==> config.mk <==
export PLATFORM = sky130hd
export DESIGN_NAME = ddpd_loop
export DESIGN_NICKNAME = d
export VERILOG_FILES = /design/src/rtl/core/ddpd_pkg.sv /design/src/rtl/core/ddpd_loop.sv
export SDC_FILE = /design/constraint.sdc
export NUM_CORES = 2
export LEC_CHECK = 0
export ABC_AREA = 1
export BUFFER_PORTS_ARGS = -buffer_cell sky130_fd_sc_hd__buf_2
export CAP_MARGIN = 20
export CORE_AREA = 2 2 341 343
export CTS_CLUSTER_SIZE = 14
export DETAILED_ROUTE_END_ITERATION = 8
export DIE_AREA = 0 0 343 345
export PLACE_DENSITY = 0.62
export REMOVE_ABC_BUFFERS = 1
export SETUP_SLACK_MARGIN = 0.05
export SYNTH_ARGS = -nofsm -noshare
export SYNTH_HDL_FRONTEND = slang
export SYNTH_SLANG_ARGS = --single-unit
==> constraint.sdc <==
create_clock -name clk -period 18.5 [get_ports clk]
set_clock_uncertainty 0.15 [all_clocks]
set_input_delay 0 -clock clk [delete_from_list [all_inputs] [get_ports clk]]
set_output_delay 0 -clock clk [all_outputs]
set_load 0.05 [all_outputs]
==> src/rtl/core/ddpd_pkg.sv <==
`timescale 1ns / 1ps
`default_nettype none

package ddpd_pkg;

	// number formats
	localparam int VW        = 32;   // loop state width (speeds, errors)
	localparam int FB        = 16;   // fraction bits of speeds and errors
	localparam int PWM_W     = 16;   // PWM scale width
	localparam int CNT_W     = 32;   // counts, targets, sensor correction
	localparam int GAIN_W    = 16;
	localparam int GAIN_FB   = 8;
	localparam int RAMP_W    = 31;
	localparam int DUTY_W    = 16;
	localparam int SPD_OUT_W = 32;

	// internal widths
	localparam int FBK_W  = CNT_W + FB + 1;
	localparam int ACC_W  = ((FBK_W > VW) ? FBK_W : VW) + 2;
	localparam int PROD_W = GAIN_W + 1 + VW;
	localparam int PLIM   = 58;
	localparam int PD_W   = PLIM + 2;
	localparam int PLIM_W = (PROD_W > PD_W) ? PROD_W : PD_W;
	localparam int MIX_W  = PD_W + 5;
	localparam int DRV_SH = GAIN_FB + FB;
	localparam int PWM_MAX = (1 << PWM_W) - 1;
	localparam int SXW    = (VW > SPD_OUT_W) ? VW : SPD_OUT_W;

	// ports
	localparam int CFG_IDX_W  = 3;
	localparam int CFG_DATA_W = 31;
	localparam int S_TDATA_W  = 200;
	localparam int M_TDATA_W  = 96;

	typedef enum logic [CFG_IDX_W-1:0] {
		REG_MAX_PWM     = 3'd0,
		REG_SLOW_DECAY  = 3'd1,
		REG_GAIN_P_X    = 3'd2,
		REG_GAIN_D_X    = 3'd3,
		REG_RAMP_UP_X   = 3'd4,
		REG_RAMP_DOWN_X = 3'd5,
		REG_RAMP_UP_W   = 3'd6,
		REG_RAMP_DOWN_W = 3'd7
	} cfg_reg_t;

	typedef struct packed {
		logic [15:0]       max_pwm;
		logic              slow_decay;
		logic [GAIN_W-1:0] gain_p_x;
		logic [GAIN_W-1:0] gain_d_x;
		logic [RAMP_W-1:0] ramp_up_x;
		logic [RAMP_W-1:0] ramp_down_x;
		logic [RAMP_W-1:0] ramp_up_w;
		logic [RAMP_W-1:0] ramp_down_w;
	} cfg_t;

	typedef struct packed {
		logic [CNT_W-1:0]        left_count;
		logic [CNT_W-1:0]        right_count;
		logic signed [CNT_W-1:0] sensor_correction;
		logic                    use_sensor;
		logic signed [CNT_W-1:0] target_speed_x;
		logic signed [CNT_W-1:0] target_speed_w;
		logic [GAIN_W-1:0]       gain_p_w;
		logic [GAIN_W-1:0]       gain_d_w;
		logic                    clear;
	} in_item_t;

	// per-stage load strobes of the pipeline
	typedef struct packed {
		logic s2;
		logic s3;
		logic s4;
		logic s5;
		logic s6;
		logic s7;
		logic s8;
		logic s9;
		logic res;
	} ld_t;

	typedef struct packed {
		logic signed [VW-1:0] err_x;
		logic signed [VW-1:0] prev_x;
		logic signed [VW-1:0] err_w;
		logic signed [VW-1:0] prev_w;
		logic signed [VW-1:0] speed_x;
		logic [GAIN_W-1:0]    gain_p_w;
		logic [GAIN_W-1:0]    gain_d_w;
	} err_word_t;

	typedef struct packed {
		logic signed [PD_W:0] px;
		logic signed [PD_W:0] pw;
		logic signed [VW-1:0] speed_x;
	} pd_word_t;

	typedef struct packed {
		logic [DUTY_W-1:0]           left_a;
		logic [DUTY_W-1:0]           left_b;
		logic [DUTY_W-1:0]           right_a;
		logic [DUTY_W-1:0]           right_b;
		logic signed [SPD_OUT_W-1:0] cur_speed_x;
	} res_t;

	// saturate to the signed loop state range
	function automatic logic signed [VW-1:0] sat_v(input logic signed [ACC_W-1:0] x);
		logic signed [ACC_W-1:0] hi;
		logic signed [ACC_W-1:0] lo;
		hi = {{(ACC_W-VW+1){1'b0}}, {(VW-1){1'b1}}};
		lo = ~hi;
		if (x > hi)
			return hi[VW-1:0];
		else if (x < lo)
			return lo[VW-1:0];
		else
			return x[VW-1:0];
	endfunction

	// limit a PD product to +-2^PLIM
	function automatic logic signed [PD_W-1:0] clamp_prod(input logic signed [PROD_W-1:0] p);
		logic signed [PLIM_W-1:0] x;
		logic signed [PLIM_W-1:0] lim;
		x   = PLIM_W'(p);
		lim = {{(PLIM_W-PLIM-1){1'b0}}, 1'b1, {PLIM{1'b0}}};
		if (x > lim)
			x = lim;
		else if (x < -lim)
			x = -lim;
		return x[PD_W-1:0];
	endfunction

endpackage

`default_nettype wire

==> src/rtl/core/ddpd_loop.sv <==
`timescale 1ns / 1ps
`default_nettype none

module ddpd_loop (
	input  logic                  clk,
	input  logic                  arst_n,
	input  logic                  ld,
	input  ddpd_pkg::cfg_t        cfg,
	input  ddpd_pkg::in_item_t    item,
	output ddpd_pkg::err_word_t   err_s2
);

	localparam int AW = ddpd_pkg::ACC_W;
	localparam int VW = ddpd_pkg::VW;
	localparam int CW = ddpd_pkg::CNT_W;

	function automatic logic signed [VW-1:0] ramp_step(
		input logic signed [VW-1:0]                     cur,
		input logic signed [CW-1:0]                     tgt,
		input logic [ddpd_pkg::RAMP_W-1:0]              up,
		input logic [ddpd_pkg::RAMP_W-1:0]              down
	);
		logic signed [AW-1:0] c;
		logic signed [AW-1:0] t;
		logic signed [AW-1:0] u;
		logic signed [AW-1:0] d;
		logic signed [AW-1:0] n;
		c = AW'(cur);
		t = AW'(tgt);
		u = AW'({1'b0, up});
		d = AW'({1'b0, down});
		n = c;
		if (c < t) begin
			n = c + u;
			if (n > t)
				n = t;
		end else if (c > t) begin
			n = c - d;
			if (n < t)
				n = t;
		end
		return ddpd_pkg::sat_v(n);
	endfunction

	logic [CW-1:0]        last_left_q;
	logic [CW-1:0]        last_right_q;
	logic signed [VW-1:0] speed_x_q;
	logic signed [VW-1:0] speed_w_q;
	logic signed [VW-1:0] err_x_q;
	logic signed [VW-1:0] err_w_q;

	logic signed [CW-1:0] dl;
	logic signed [CW-1:0] dr;
	logic signed [AW-1:0] fbx;
	logic signed [AW-1:0] fbw;
	logic signed [VW-1:0] spx_n;
	logic signed [VW-1:0] spw_n;
	logic signed [VW-1:0] errx_n;
	logic signed [VW-1:0] errw_n;

	always_comb begin
		dl = item.left_count - last_left_q;
		dr = item.right_count - last_right_q;
		// half the wheel sum and difference, in fixed point
		fbx = (AW'(dl) + AW'(dr)) <<< (ddpd_pkg::FB - 1);
		fbw = (AW'(dr) - AW'(dl)) <<< (ddpd_pkg::FB - 1);
		if (item.use_sensor)
			fbw = fbw - AW'(item.sensor_correction);
		spx_n = ramp_step(speed_x_q, item.target_speed_x, cfg.ramp_up_x, cfg.ramp_down_x);
		spw_n = ramp_step(speed_w_q, item.target_speed_w, cfg.ramp_up_w, cfg.ramp_down_w);
		errx_n = ddpd_pkg::sat_v(AW'(err_x_q) + AW'(spx_n) - fbx);
		errw_n = ddpd_pkg::sat_v(AW'(err_w_q) + AW'(spw_n) - fbw);
	end

	always_ff @(posedge clk or negedge arst_n) begin
		if (!arst_n) begin
			last_left_q  <= '0;
			last_right_q <= '0;
			speed_x_q    <= '0;
			speed_w_q    <= '0;
			err_x_q      <= '0;
			err_w_q      <= '0;
		end else if (ld) begin
			last_left_q  <= item.left_count;
			last_right_q <= item.right_count;
			if (item.clear) begin
				speed_x_q <= '0;
				speed_w_q <= '0;
				err_x_q   <= '0;
				err_w_q   <= '0;
			end else begin
				speed_x_q <= spx_n;
				speed_w_q <= spw_n;
				err_x_q   <= errx_n;
				err_w_q   <= errw_n;
			end
		end
	end

	// the stored error is the previous error of the next word
	always_ff @(posedge clk) begin
		if (ld) begin
			err_s2.gain_p_w <= item.gain_p_w;
			err_s2.gain_d_w <= item.gain_d_w;
			if (item.clear) begin
				err_s2.err_x   <= '0;
				err_s2.prev_x  <= '0;
				err_s2.err_w   <= '0;
				err_s2.prev_w  <= '0;
				err_s2.speed_x <= '0;
			end else begin
				err_s2.err_x   <= errx_n;
				err_s2.prev_x  <= err_x_q;
				err_s2.err_w   <= errw_n;
				err_s2.prev_w  <= err_w_q;
				err_s2.speed_x <= spx_n;
			end
		end
	end

endmodule

`default_nettype wire

==> impl_metrics.ini <==
[clocking]
ctsHtreeMaxLevel = 2
cts_tree = yes
cts.sinks = 384
clock_latency_ps = 670
cts_root_buf = clkbuf_16
post_cts_resized = 0
clockBufferDepth = 3
cts_made_buffers = 48
clkSlewWorstSetupHoldPaths_ps = 60

[timing]
slew_headroom_pct = 31.3
worstMarginPinSlew_ps = 1030
setup_tns_ps = 0
setup_slack_ps = 7050
fin_crit_sh_pct = 61.9
period_needed_ps = 11450
rsz0062_at_grt = no
setup_viol = 0
hold_slack_ps = 34.9
clock.fmax_mhz = 87.3
hold_viol = 0
slew_viol_final = 0

[routing]
drt-pass1-iter-count = 6
viasPerCell = 5.25
ant_nets = 0
routed-via-count = 54900
drt_iter0_markers = 4554
routed_wl_mm = 198
drcViolationCount = 0
routedWlPerCell_um = 19.0

[outcome]
status = completed

[placement]
numPortBuffers = 512
place_area_sq_mm = 0.0554
gp_congestion = 0.980
place_ws_ps = 7190
dpl.hpwl_mm = 163

[yosys]
post_synth_inst_count = 8145
synth-async-reset-ratio_pct = 50.0
synth_cell_types = 55
seq_area_frac_synth_pct = 20.6
ys_ff_latch = 384
syn-cell-area_sq_mm = 0.0514
synth_edf_count = 192
ys.flop_type = edfxtp_1
synth_warnings = 0
post_synth.cell_area_avg_sq_um = 6.31

[cells_and_area]
layout_common_cells = 2585 x nand2_1, 1357 x inv_1, 670 x nor2_1
nets = 9919
area_growth_pct = 17.0
fillCellCount = 12000
final_area_sq_mm = 0.0601
mostFrequentLayoutCell = nand2_1
drive_above_1_share_pct = 8.07

[floorplan]
dieArea_sq_mm = 0.118
num_io_pins = 562
die_h_um = 345
die_w_um = 343
core-area_sq_mm = 0.115
fp-row-count = 125
initial_core_util_pct = 44.7

[worst_hold_path]
min-delay-start = item[84]
whs_path_depth = 9
hold_class = primary input to flip-flop

[worst_setup_path]
startpoint_type = flip-flop
critPathKind = flip-flop to flip-flop
path_buf_inv = 4
max_stage_delay_ps = 820
crit_slowest_cell = o21ai_1
required_ps = 18720
arrival_ps = 11670
cp_top_family = simple AND/OR/NAND/NOR gates
reg2reg_depth = 47
reg2reg_from = speed_x_q[0]
path_depth = 47
critPathLaunch = speed_x_q[0]
cp-end-kind = flip-flop
critPathMaxFanout = 31
cpMostUsedCell = nand2_1

[grt]
antenna_found_initial = 16
grt_start_max_net_pins = 110
grt_pass1_vias = 52400
track_usage_pct = 32.7
grt_overflow_total = 0
grt_first_pass_wirelength_mm = 301

[job]
maxCapViolations = 0
what timing repair did:
item,4_1_cts,5_1_grt
hold endpoints to repair,423,0
setup buffers,0,0
hold buffers,304,0
cells by family (layout without fill, tap and decap cells):
kind of cell | after synthesis | count (layout) | synth area share (%)
muxes | 4 | 4 | 0.0779
adders and majority gates | 681 | 681 | 17.9
buffers and inverters | 1555 | 2317 | 11.6
AOI/OAI and AO/OA | 1196 | 1196 | 12.6
xor gates and xnor gates | 286 | 286 | 4.87
DFF | 384 | 384 | 20.6
and+or+nand+nor | 4039 | 4039 | 32.4
other | 0 | 7 | 0
worst register-to-register path: cells and delay by family (launching register included):
family	cells	cell delay (ps)
AND/OR/NAND/NOR	35	6440
adder cells (fa/ha/maj)	5	1890
AO/OA/AOI/OAI	3	1580
buffers and inverters	4	650
flip-flops	1	470
per-layer routing:
layer	share of wire, %	routed length (um)	track usage [%]
met1	45	89500	45.7
met2	45	88900	52.7
met3	6.7	13200	3.72
met4	3.4	6750	10.0
met5	0.014	27	0
area by class of cell:
class	count	area [sq um]	share of cell area [%]
multi-input cells	6206	34900	58.0
flip-flops and latches	384	10600	17.6
repair buffers	852	5950	9.89
inverters	1376	5170	8.59
well taps	1524	1910	3.17
clock buffers	61	1310	2.18
clock inverters	28	322	0.535
diodes	7	17.5	0.0291
path summary, 6_finish.rpt:
check / endpoint / slack, ps
max: err_s2[181] / 7050
min: speed_x_q[19] / 30
max reg2reg: err_s2[181] / 7050
min reg2reg: err_w_q[3] / 330
max in group asynchronous: speed_w_q[0] / 17110
min in group asynchronous: last_right_q[25] / 270
cells in the mapped netlist, types with 16 or more instances:
library cell	number	area [sq um]
a31oi_1	29	181
xnor2_1	96	841
or2_2	21	131
nand3_1	450	2250
ha_1	591	7390
nand4_1	93	582
nand3b_1	46	345
nor3_1	85	425
clkbuf_1	118	443
edfxtp_1	192	5770
inv_1	1359	5100
a21oi_1	611	3060
o21bai_1	40	300
fa_1	90	1800
o21ai_1	26	130
nor2_1	672	2520
buf_1	16	60.1
o21ai_0	354	1770
o211ai_1	16	120
o21a_1	34	255
a21o_1	34	255
buf_2	36	180
nor4_1	18	113
dfrtp_1	192	4800
nand2_1	2585	9700
xor2_1	190	1660
stage by stage:
step / util [%] / instances
floorplan: - / 7966
global placement: 48.1 / 10000
detailed placement: 48.1 / 10000
CTS: 52.2 / 10400
global route: 52.2 / 10400
finish: 52.2 / 10400
sequential cells by signal, summed over array words and instances, names as in the netlist:
name and cells:
speed_w_q 32, err_x_q 32, err_w_q 32, speed_x_q 32
err_s2 192, last_left_q 32, last_right_q 32
Power is not shown: default switching activity piles up to over one toggle a cycle in this logic, so the estimate is an artifact.
