[config.mk]
export PLATFORM = sky130hd
export DESIGN_NAME = ddpd_mix
export DESIGN_NICKNAME = d
export VERILOG_FILES = /design/src/rtl/core/ddpd_pkg.sv /design/src/rtl/core/ddpd_mix.sv
export SDC_FILE = /design/constraint.sdc
export NUM_CORES = 2
export LEC_CHECK = 0
export ABC_AREA = 0
export BUFFER_PORTS_ARGS = -buffer_cell sky130_fd_sc_hd__buf_2
export CAP_MARGIN = 25
export CORE_MARGIN = 2
export CORE_UTILIZATION = 50
export CTS_BUF_LIST = sky130_fd_sc_hd__clkbuf_4
export CTS_CLUSTER_SIZE = 8
export DETAILED_ROUTE_END_ITERATION = 8
export GPL_TIMING_DRIVEN = 0
export PLACE_DENSITY = 0.71
export SLEW_MARGIN = 20
export SYNTH_ARGS = -nofsm -noshare
export SYNTH_HDL_FRONTEND = slang
export SYNTH_SLANG_ARGS = --single-unit
[constraint.sdc]
create_clock -name clk -period 6.7 [get_ports clk]
set_input_delay 1.005 -clock clk [delete_from_list [all_inputs] [get_ports clk]]
set_output_delay 1.005 -clock clk [all_outputs]
set_load 0.01 [all_outputs]
[src/rtl/core/ddpd_pkg.sv]
`timescale 1ns / 1ps
`default_nettype none

package ddpd_pkg;

	// number formats
	localparam int VW        = 32;   // loop state width (speeds, errors)
	localparam int FB        = 16;   // fraction bits of speeds and errors
	localparam int PWM_W     = 16;   // PWM scale width
	localparam int CNT_W     = 32;   // counts, targets, sensor correction
	localparam int GAIN_W    = 16;
	localparam int GAIN_FB   = 8;
	localparam int RAMP_W    = 31;
	localparam int DUTY_W    = 16;
	localparam int SPD_OUT_W = 32;

	// internal widths
	localparam int FBK_W  = CNT_W + FB + 1;
	localparam int ACC_W  = ((FBK_W > VW) ? FBK_W : VW) + 2;
	localparam int PROD_W = GAIN_W + 1 + VW;
	localparam int PLIM   = 58;
	localparam int PD_W   = PLIM + 2;
	localparam int PLIM_W = (PROD_W > PD_W) ? PROD_W : PD_W;
	localparam int MIX_W  = PD_W + 5;
	localparam int DRV_SH = GAIN_FB + FB;
	localparam int PWM_MAX = (1 << PWM_W) - 1;
	localparam int SXW    = (VW > SPD_OUT_W) ? VW : SPD_OUT_W;

	// ports
	localparam int CFG_IDX_W  = 3;
	localparam int CFG_DATA_W = 31;
	localparam int S_TDATA_W  = 200;
	localparam int M_TDATA_W  = 96;

	typedef enum logic [CFG_IDX_W-1:0] {
		REG_MAX_PWM     = 3'd0,
		REG_SLOW_DECAY  = 3'd1,
		REG_GAIN_P_X    = 3'd2,
		REG_GAIN_D_X    = 3'd3,
		REG_RAMP_UP_X   = 3'd4,
		REG_RAMP_DOWN_X = 3'd5,
		REG_RAMP_UP_W   = 3'd6,
		REG_RAMP_DOWN_W = 3'd7
	} cfg_reg_t;

	typedef struct packed {
		logic [15:0]       max_pwm;
		logic              slow_decay;
		logic [GAIN_W-1:0] gain_p_x;
		logic [GAIN_W-1:0] gain_d_x;
		logic [RAMP_W-1:0] ramp_up_x;
		logic [RAMP_W-1:0] ramp_down_x;
		logic [RAMP_W-1:0] ramp_up_w;
		logic [RAMP_W-1:0] ramp_down_w;
	} cfg_t;

	typedef struct packed {
		logic [CNT_W-1:0]        left_count;
		logic [CNT_W-1:0]        right_count;
		logic signed [CNT_W-1:0] sensor_correction;
		logic                    use_sensor;
		logic signed [CNT_W-1:0] target_speed_x;
		logic signed [CNT_W-1:0] target_speed_w;
		logic [GAIN_W-1:0]       gain_p_w;
		logic [GAIN_W-1:0]       gain_d_w;
		logic                    clear;
	} in_item_t;

	// per-stage load strobes of the pipeline
	typedef struct packed {
		logic s2;
		logic s3;
		logic s4;
		logic s5;
		logic s6;
		logic s7;
		logic s8;
		logic s9;
		logic res;
	} ld_t;

	typedef struct packed {
		logic signed [VW-1:0] err_x;
		logic signed [VW-1:0] prev_x;
		logic signed [VW-1:0] err_w;
		logic signed [VW-1:0] prev_w;
		logic signed [VW-1:0] speed_x;
		logic [GAIN_W-1:0]    gain_p_w;
		logic [GAIN_W-1:0]    gain_d_w;
	} err_word_t;

	typedef struct packed {
		logic signed [PD_W:0] px;
		logic signed [PD_W:0] pw;
		logic signed [VW-1:0] speed_x;
	} pd_word_t;

	typedef struct packed {
		logic [DUTY_W-1:0]           left_a;
		logic [DUTY_W-1:0]           left_b;
		logic [DUTY_W-1:0]           right_a;
		logic [DUTY_W-1:0]           right_b;
		logic signed [SPD_OUT_W-1:0] cur_speed_x;
	} res_t;

	// saturate to the signed loop state range
	function automatic logic signed [VW-1:0] sat_v(input logic signed [ACC_W-1:0] x);
		logic signed [ACC_W-1:0] hi;
		logic signed [ACC_W-1:0] lo;
		hi = {{(ACC_W-VW+1){1'b0}}, {(VW-1){1'b1}}};
		lo = ~hi;
		if (x > hi)
			return hi[VW-1:0];
		else if (x < lo)
			return lo[VW-1:0];
		else
			return x[VW-1:0];
	endfunction

	// limit a PD product to +-2^PLIM
	function automatic logic signed [PD_W-1:0] clamp_prod(input logic signed [PROD_W-1:0] p);
		logic signed [PLIM_W-1:0] x;
		logic signed [PLIM_W-1:0] lim;
		x   = PLIM_W'(p);
		lim = {{(PLIM_W-PLIM-1){1'b0}}, 1'b1, {PLIM{1'b0}}};
		if (x > lim)
			x = lim;
		else if (x < -lim)
			x = -lim;
		return x[PD_W-1:0];
	endfunction

endpackage

`default_nettype wire

[src/rtl/core/ddpd_mix.sv]
`timescale 1ns / 1ps
`default_nettype none

module ddpd_mix (
	input  logic                clk,
	input  ddpd_pkg::ld_t       ld,
	input  ddpd_pkg::cfg_t      cfg,
	input  ddpd_pkg::pd_word_t  pd_s5,
	output ddpd_pkg::res_t      res_q
);

	localparam int MW  = ddpd_pkg::MIX_W;
	localparam int VW  = ddpd_pkg::VW;
	localparam int PWW = ddpd_pkg::PWM_W;
	localparam int DW  = ddpd_pkg::DUTY_W;
	localparam int XW  = ddpd_pkg::SXW;
	localparam int OW  = ddpd_pkg::SPD_OUT_W;

	typedef struct packed {
		logic signed [MW-1:0] lt;
		logic signed [MW-1:0] rt;
		logic signed [VW-1:0] speed_x;
	} drive_word_t;

	typedef struct packed {
		logic                 neg_l;
		logic [PWW-1:0]       mag_l;
		logic                 neg_r;
		logic [PWW-1:0]       mag_r;
		logic signed [VW-1:0] speed_x;
	} mag_word_t;

	drive_word_t st6_s6;
	drive_word_t st7_s7;
	drive_word_t st8_s8;
	mag_word_t   st9_s9;

	logic [PWW-1:0]       mx;
	logic signed [MW-1:0] maxf;
	logic signed [MW-1:0] rt7;
	logic signed [MW-1:0] lt8;
	logic signed [MW-1:0] tot_l;
	logic signed [MW-1:0] tot_r;
	logic signed [MW-1:0] abs_l;
	logic signed [MW-1:0] abs_r;
	logic signed [XW-1:0] spd_w;
	logic signed [XW-1:0] spd_hi;
	logic signed [XW-1:0] spd_lo;
	logic signed [OW-1:0] spd_out;

	always_comb begin
		mx = (cfg.max_pwm > 16'(ddpd_pkg::PWM_MAX)) ? PWW'(ddpd_pkg::PWM_MAX)
		                                            : PWW'(cfg.max_pwm);
		maxf = MW'(mx) <<< ddpd_pkg::DRV_SH;
	end

	always_ff @(posedge clk) begin
		if (ld.s6) begin
			st6_s6.lt      <= MW'(pd_s5.px) - MW'(pd_s5.pw);
			st6_s6.rt      <= MW'(pd_s5.px) + MW'(pd_s5.pw);
			st6_s6.speed_x <= pd_s5.speed_x;
		end
	end

	// shift the left excess over to the right drive
	always_comb begin
		rt7 = st6_s6.rt;
		if (st6_s6.lt > maxf)
			rt7 = st6_s6.rt - (st6_s6.lt - maxf);
		else if (st6_s6.lt < -maxf)
			rt7 = st6_s6.rt + (-maxf - st6_s6.lt);
	end

	always_ff @(posedge clk) begin
		if (ld.s7) begin
			st7_s7.lt      <= st6_s6.lt;
			st7_s7.rt      <= rt7;
			st7_s7.speed_x <= st6_s6.speed_x;
		end
	end

	// then the right excess back to the left, using the updated right drive
	always_comb begin
		lt8 = st7_s7.lt;
		if (st7_s7.rt > maxf)
			lt8 = st7_s7.lt - (st7_s7.rt - maxf);
		else if (st7_s7.rt < -maxf)
			lt8 = st7_s7.lt + (-maxf - st7_s7.rt);
	end

	always_ff @(posedge clk) begin
		if (ld.s8) begin
			st8_s8.lt      <= lt8;
			st8_s8.rt      <= st7_s7.rt;
			st8_s8.speed_x <= st7_s7.speed_x;
		end
	end

	// clamp to full scale and truncate toward zero
	always_comb begin
		tot_l = st8_s8.lt;
		if (tot_l > maxf)
			tot_l = maxf;
		else if (tot_l < -maxf)
			tot_l = -maxf;
		tot_r = st8_s8.rt;
		if (tot_r > maxf)
			tot_r = maxf;
		else if (tot_r < -maxf)
			tot_r = -maxf;
		abs_l = (tot_l < 0) ? -tot_l : tot_l;
		abs_r = (tot_r < 0) ? -tot_r : tot_r;
	end

	always_ff @(posedge clk) begin
		if (ld.s9) begin
			st9_s9.neg_l   <= tot_l < 0;
			st9_s9.mag_l   <= PWW'(abs_l >>> ddpd_pkg::DRV_SH);
			st9_s9.neg_r   <= tot_r < 0;
			st9_s9.mag_r   <= PWW'(abs_r >>> ddpd_pkg::DRV_SH);
			st9_s9.speed_x <= st8_s8.speed_x;
		end
	end

	always_comb begin
		spd_w  = XW'(st9_s9.speed_x);
		spd_hi = XW'({1'b0, {(OW-1){1'b1}}});
		spd_lo = ~spd_hi;
		if (spd_w > spd_hi)
			spd_out = spd_hi[OW-1:0];
		else if (spd_w < spd_lo)
			spd_out = spd_lo[OW-1:0];
		else
			spd_out = spd_w[OW-1:0];
	end

	// A/B mapping; a zero drive in slow decay brakes with both sides at full scale
	always_ff @(posedge clk) begin
		if (ld.res) begin
			res_q.cur_speed_x <= spd_out;
			if (cfg.slow_decay) begin
				res_q.left_a  <= st9_s9.neg_l ? DW'(mx - st9_s9.mag_l) : DW'(mx);
				res_q.left_b  <= st9_s9.neg_l ? DW'(mx) : DW'(mx - st9_s9.mag_l);
				res_q.right_a <= st9_s9.neg_r ? DW'(mx - st9_s9.mag_r) : DW'(mx);
				res_q.right_b <= st9_s9.neg_r ? DW'(mx) : DW'(mx - st9_s9.mag_r);
			end else begin
				res_q.left_a  <= st9_s9.neg_l ? '0 : DW'(st9_s9.mag_l);
				res_q.left_b  <= st9_s9.neg_l ? DW'(st9_s9.mag_l) : '0;
				res_q.right_a <= st9_s9.neg_r ? '0 : DW'(st9_s9.mag_r);
				res_q.right_b <= st9_s9.neg_r ? DW'(st9_s9.mag_r) : '0;
			end
		end
	end

endmodule

`default_nettype wire

==> flow_summary.ini <==
[outcome]
outcome = completed

[synthesis]
ys.flop_type = edfxtp_1
synthCells = 5645
synth_nets = 6774
syn_area_per_cell_um2 = 9.585
syn_area_um2 = 54110
synthDistinctLibCells = 103
ys_seq_area_frac = 0.3541
synth_edf_count = 638
yosys_warnings = 0
ys_ff_latch = 638
synthArstFlopShare = 0

[power_and_ir_drop]
p_clk_frac = 0.138
intPower_mw = 12.87
power_density_nw_per_um2 = 399.5
vdd_ir_drop_max_uv = 215.4
p_comb_frac = 0.582
pwr-share-seq = 0.281
p_switching_mw = 11.08
total_leakage_power_nw = 26.27
switching_share = 0.4626

[timing]
slew_viol_final = 0
fin_crit_sh = 0.9755
slew_headroom = 0.2353
worst_clock_skew_ns = 0.08188
max_freq_mhz = 153.0
fin_ws_ns = 0.1642
rsz0062_at_grt = false
hold_violations = 0
finalCriticalPeriod_ns = 6.536
setup_tns_ns = 0
max_slew.worst_pin.slew_ns = 1.139
setup_violations = 0

[worst_setup_path]
worstPathArrival_ns = 7.50
start_kind = primary input
crit_family = compound AO/OA/AOI/OAI gates
critPathKind = in2reg
cp_slowest_cell = a2111oi_2
endpoint_kind = register
worstPathBufferInverterCount = 4
crit_chain = buf_2 -> clkbuf_1 -> inv_1 -> nand3_1 -> nor3_1 -> xnor2_2 -> fa_1 -> ha_1 -> clkbuf_1 -> and3_1 -> nand4_1 -> nor3_1 -> nand3b_1 -> or2_0 -> o211a_1 -> a2111oi_2 -> o41ai_1 -> o21ai_1 -> a221o_1 -> a21oi_1 -> mux2i_1 -> a2bb2oi_1
slowest_delay_ns = 0.51
worst-endpoint-required_ns = 7.66
r2r_setup_slack_ns = 0.54
crit_fanout = 10

[routing]
antenna_left = 0
wl_per_cell_um = 21.95
drt_wl_total_um = 167700
drc = 0
dr.pass1.iters = 7
drt_iter0_drc = 4375
vias = 45310
via_per_inst = 5.931

[clock_network]
clock-root-buffer = clkbuf_4
clock-sinks = 638
cts_max_level = 4
cts_buffers = 157
cts_tree = built
clk_transition_reported_paths_ns = 0.07
cts.path.max_buffers = 3
clock_latency_ns = 1.15

[min_path]
hold_class = in2reg

[global_route]
grt_start_max_net_pins = 101
grt.total_usage = 0.2979
antenna_found_initial = 4
overflow = 0
grt_pass1_vias = 43740
grt_pass1_wl_um = 254100

[finish]
nets = 7241
final_common_cell = ha_1
area_growth_pct = 10.81
mostFrequentLayoutCells = 675 x ha_1, 638 x edfxtp_1, 515 x a21oi_1
layout-drive-gt1-share = 0.1053
fin_area_um2 = 59960

[place]
dpl_cell_area_um2 = 57450
place_congestion = 0.9465
hpwl_um = 136300
port_buffers = 271
pre_cts_ws_ns = -2.753

[die]
core_area_um2 = 107200
die_area_um2 = 110900
die_w_um = 333.0
rows = 120
die_h_um = 333.0
initial_core_util = 0.5047
ioPinCount = 433

[job]
max-cap-violations = 0
## final timing paths
path | cells after the start | to | start
setup reg to reg | 17 | st8_s8[153]$_DFFE_PP_ | st7_s7[45]$_DFFE_PP_
hold reg to reg | 0 | st8_s8[28]$_DFFE_PP_ | st7_s7[28]$_DFFE_PP_
hold / removal | 1 | st6_s6[8]$_DFFE_PP_ | pd_s5[8]
setup / recovery | 22 | st8_s8[153]$_DFFE_PP_ | cfg[159]
## what timing repair did
action                                 in CTS  in global routing
hold buffers                               24                  0
buffers inserted                            5                  1
pin swaps                                   0                  2
gates resized for setup                    27                 14
endpoints found under the hold margin      24                  0
setup endpoints to repair                 164                143
## registers in the layout, indices dropped and copies added, names as in the netlist, named ones only
signal,cells
st7_s7,158
st9_s9,34
spd_w,32
st6_s6,155
st8_s8,162
res_q,96
## layer usage
layer  routed length [µm]  global-route usage
met3                12480             0.03784
met4                 7301              0.1287
met2                72310              0.4567
met5                    0                   0
met1                75610              0.4232
## through the flow
| stage | std cells | power [mW] | hold slack [ns] | util |
|---|---|---|---|---|
| 6_report | 7640 | 23.95 | 0.08129 | 0.5593 |
| 5_1_grt | 7640 | 25.80 | -0.02161 | 0.5593 |
| 4_1_cts | 7632 | 23.69 | 0.001067 | 0.5584 |
| 3_5_place_dp | 7329 | 20.26 | 0.4045 | 0.5359 |
| 3_3_place_gp | 7319 | 20.11 | 0.4001 | 0.5337 |
| 2_1_floorplan | 5645 | 16.36 | 0.4003 | - |
## cells in the mapped netlist, types with 56 or more instances
cell type  number  area, µm²
a21o_1        240       1802
a21oi_1       517       2587
a31oi_1        68      425.4
clkbuf_1      201      754.5
edfxtp_1      638      19160
fa_1          117       2342
ha_1          675       8446
inv_1         509       1911
mux2i_1        76      760.7
nand2_1       337       1265
nand2b_1       76      475.5
nand3_1        97      485.5
nand4_1        98      613.1
nor2_1        388       1456
nor3_1         80      400.4
nor4_1         56      350.3
o21a_1         60      450.4
o21ai_0       312       1562
o21bai_1       81      608.1
o22ai_1        56      350.3
xnor2_1       220       1927
xor2_1        110      963.4
## power by group through the flow
stage / clock, mW / sequential [mW] / combinational, mW
after floorplan: 0 / 6.36 / 10.0
after global placement: 0 / 6.75 / 13.4
after detailed placement: 0 / 6.77 / 13.5
after CTS: 3.38 / 6.68 / 13.6
after global routing: 3.57 / 6.81 / 15.4
final: 3.30 / 6.72 / 13.9
## final cells by class
| class | count | area (µm²) |
|---|---|---|
| clock buffer | 217 | 1629 |
| tap | 1403 | 1755 |
| timing repair buffer | 311 | 1858 |
| inverter | 513 | 1967 |
| antenna | 9 | 22.52 |
| clock inverter | 58 | 406.6 |
| fill | 9681 | 47250 |
| buffer | 230 | 905.9 |
| multi-input combinational | 4261 | 32250 |
| sequential | 638 | 19160 |
## logic make-up (layout without fill, tap and decap cells)
| kind of cell | Yosys count | in the layout | share of synthesized area |
|---|---|---|---|
| AO/OA/AOI/OAI | 1706 | 1706 | 0.2018 |
| XOR/XNOR | 332 | 332 | 0.05402 |
| adder cells (fa/ha/maj) | 793 | 793 | 0.1996 |
| buffers and inverters | 746 | 1329 | 0.05229 |
| flip-flops | 638 | 638 | 0.3541 |
| multiplexers | 92 | 92 | 0.01767 |
| other | 1 | 10 | 0.00006931 |
| AND/OR/NAND/NOR | 1337 | 1337 | 0.1205 |
Power figures use the tool's default switching activity.
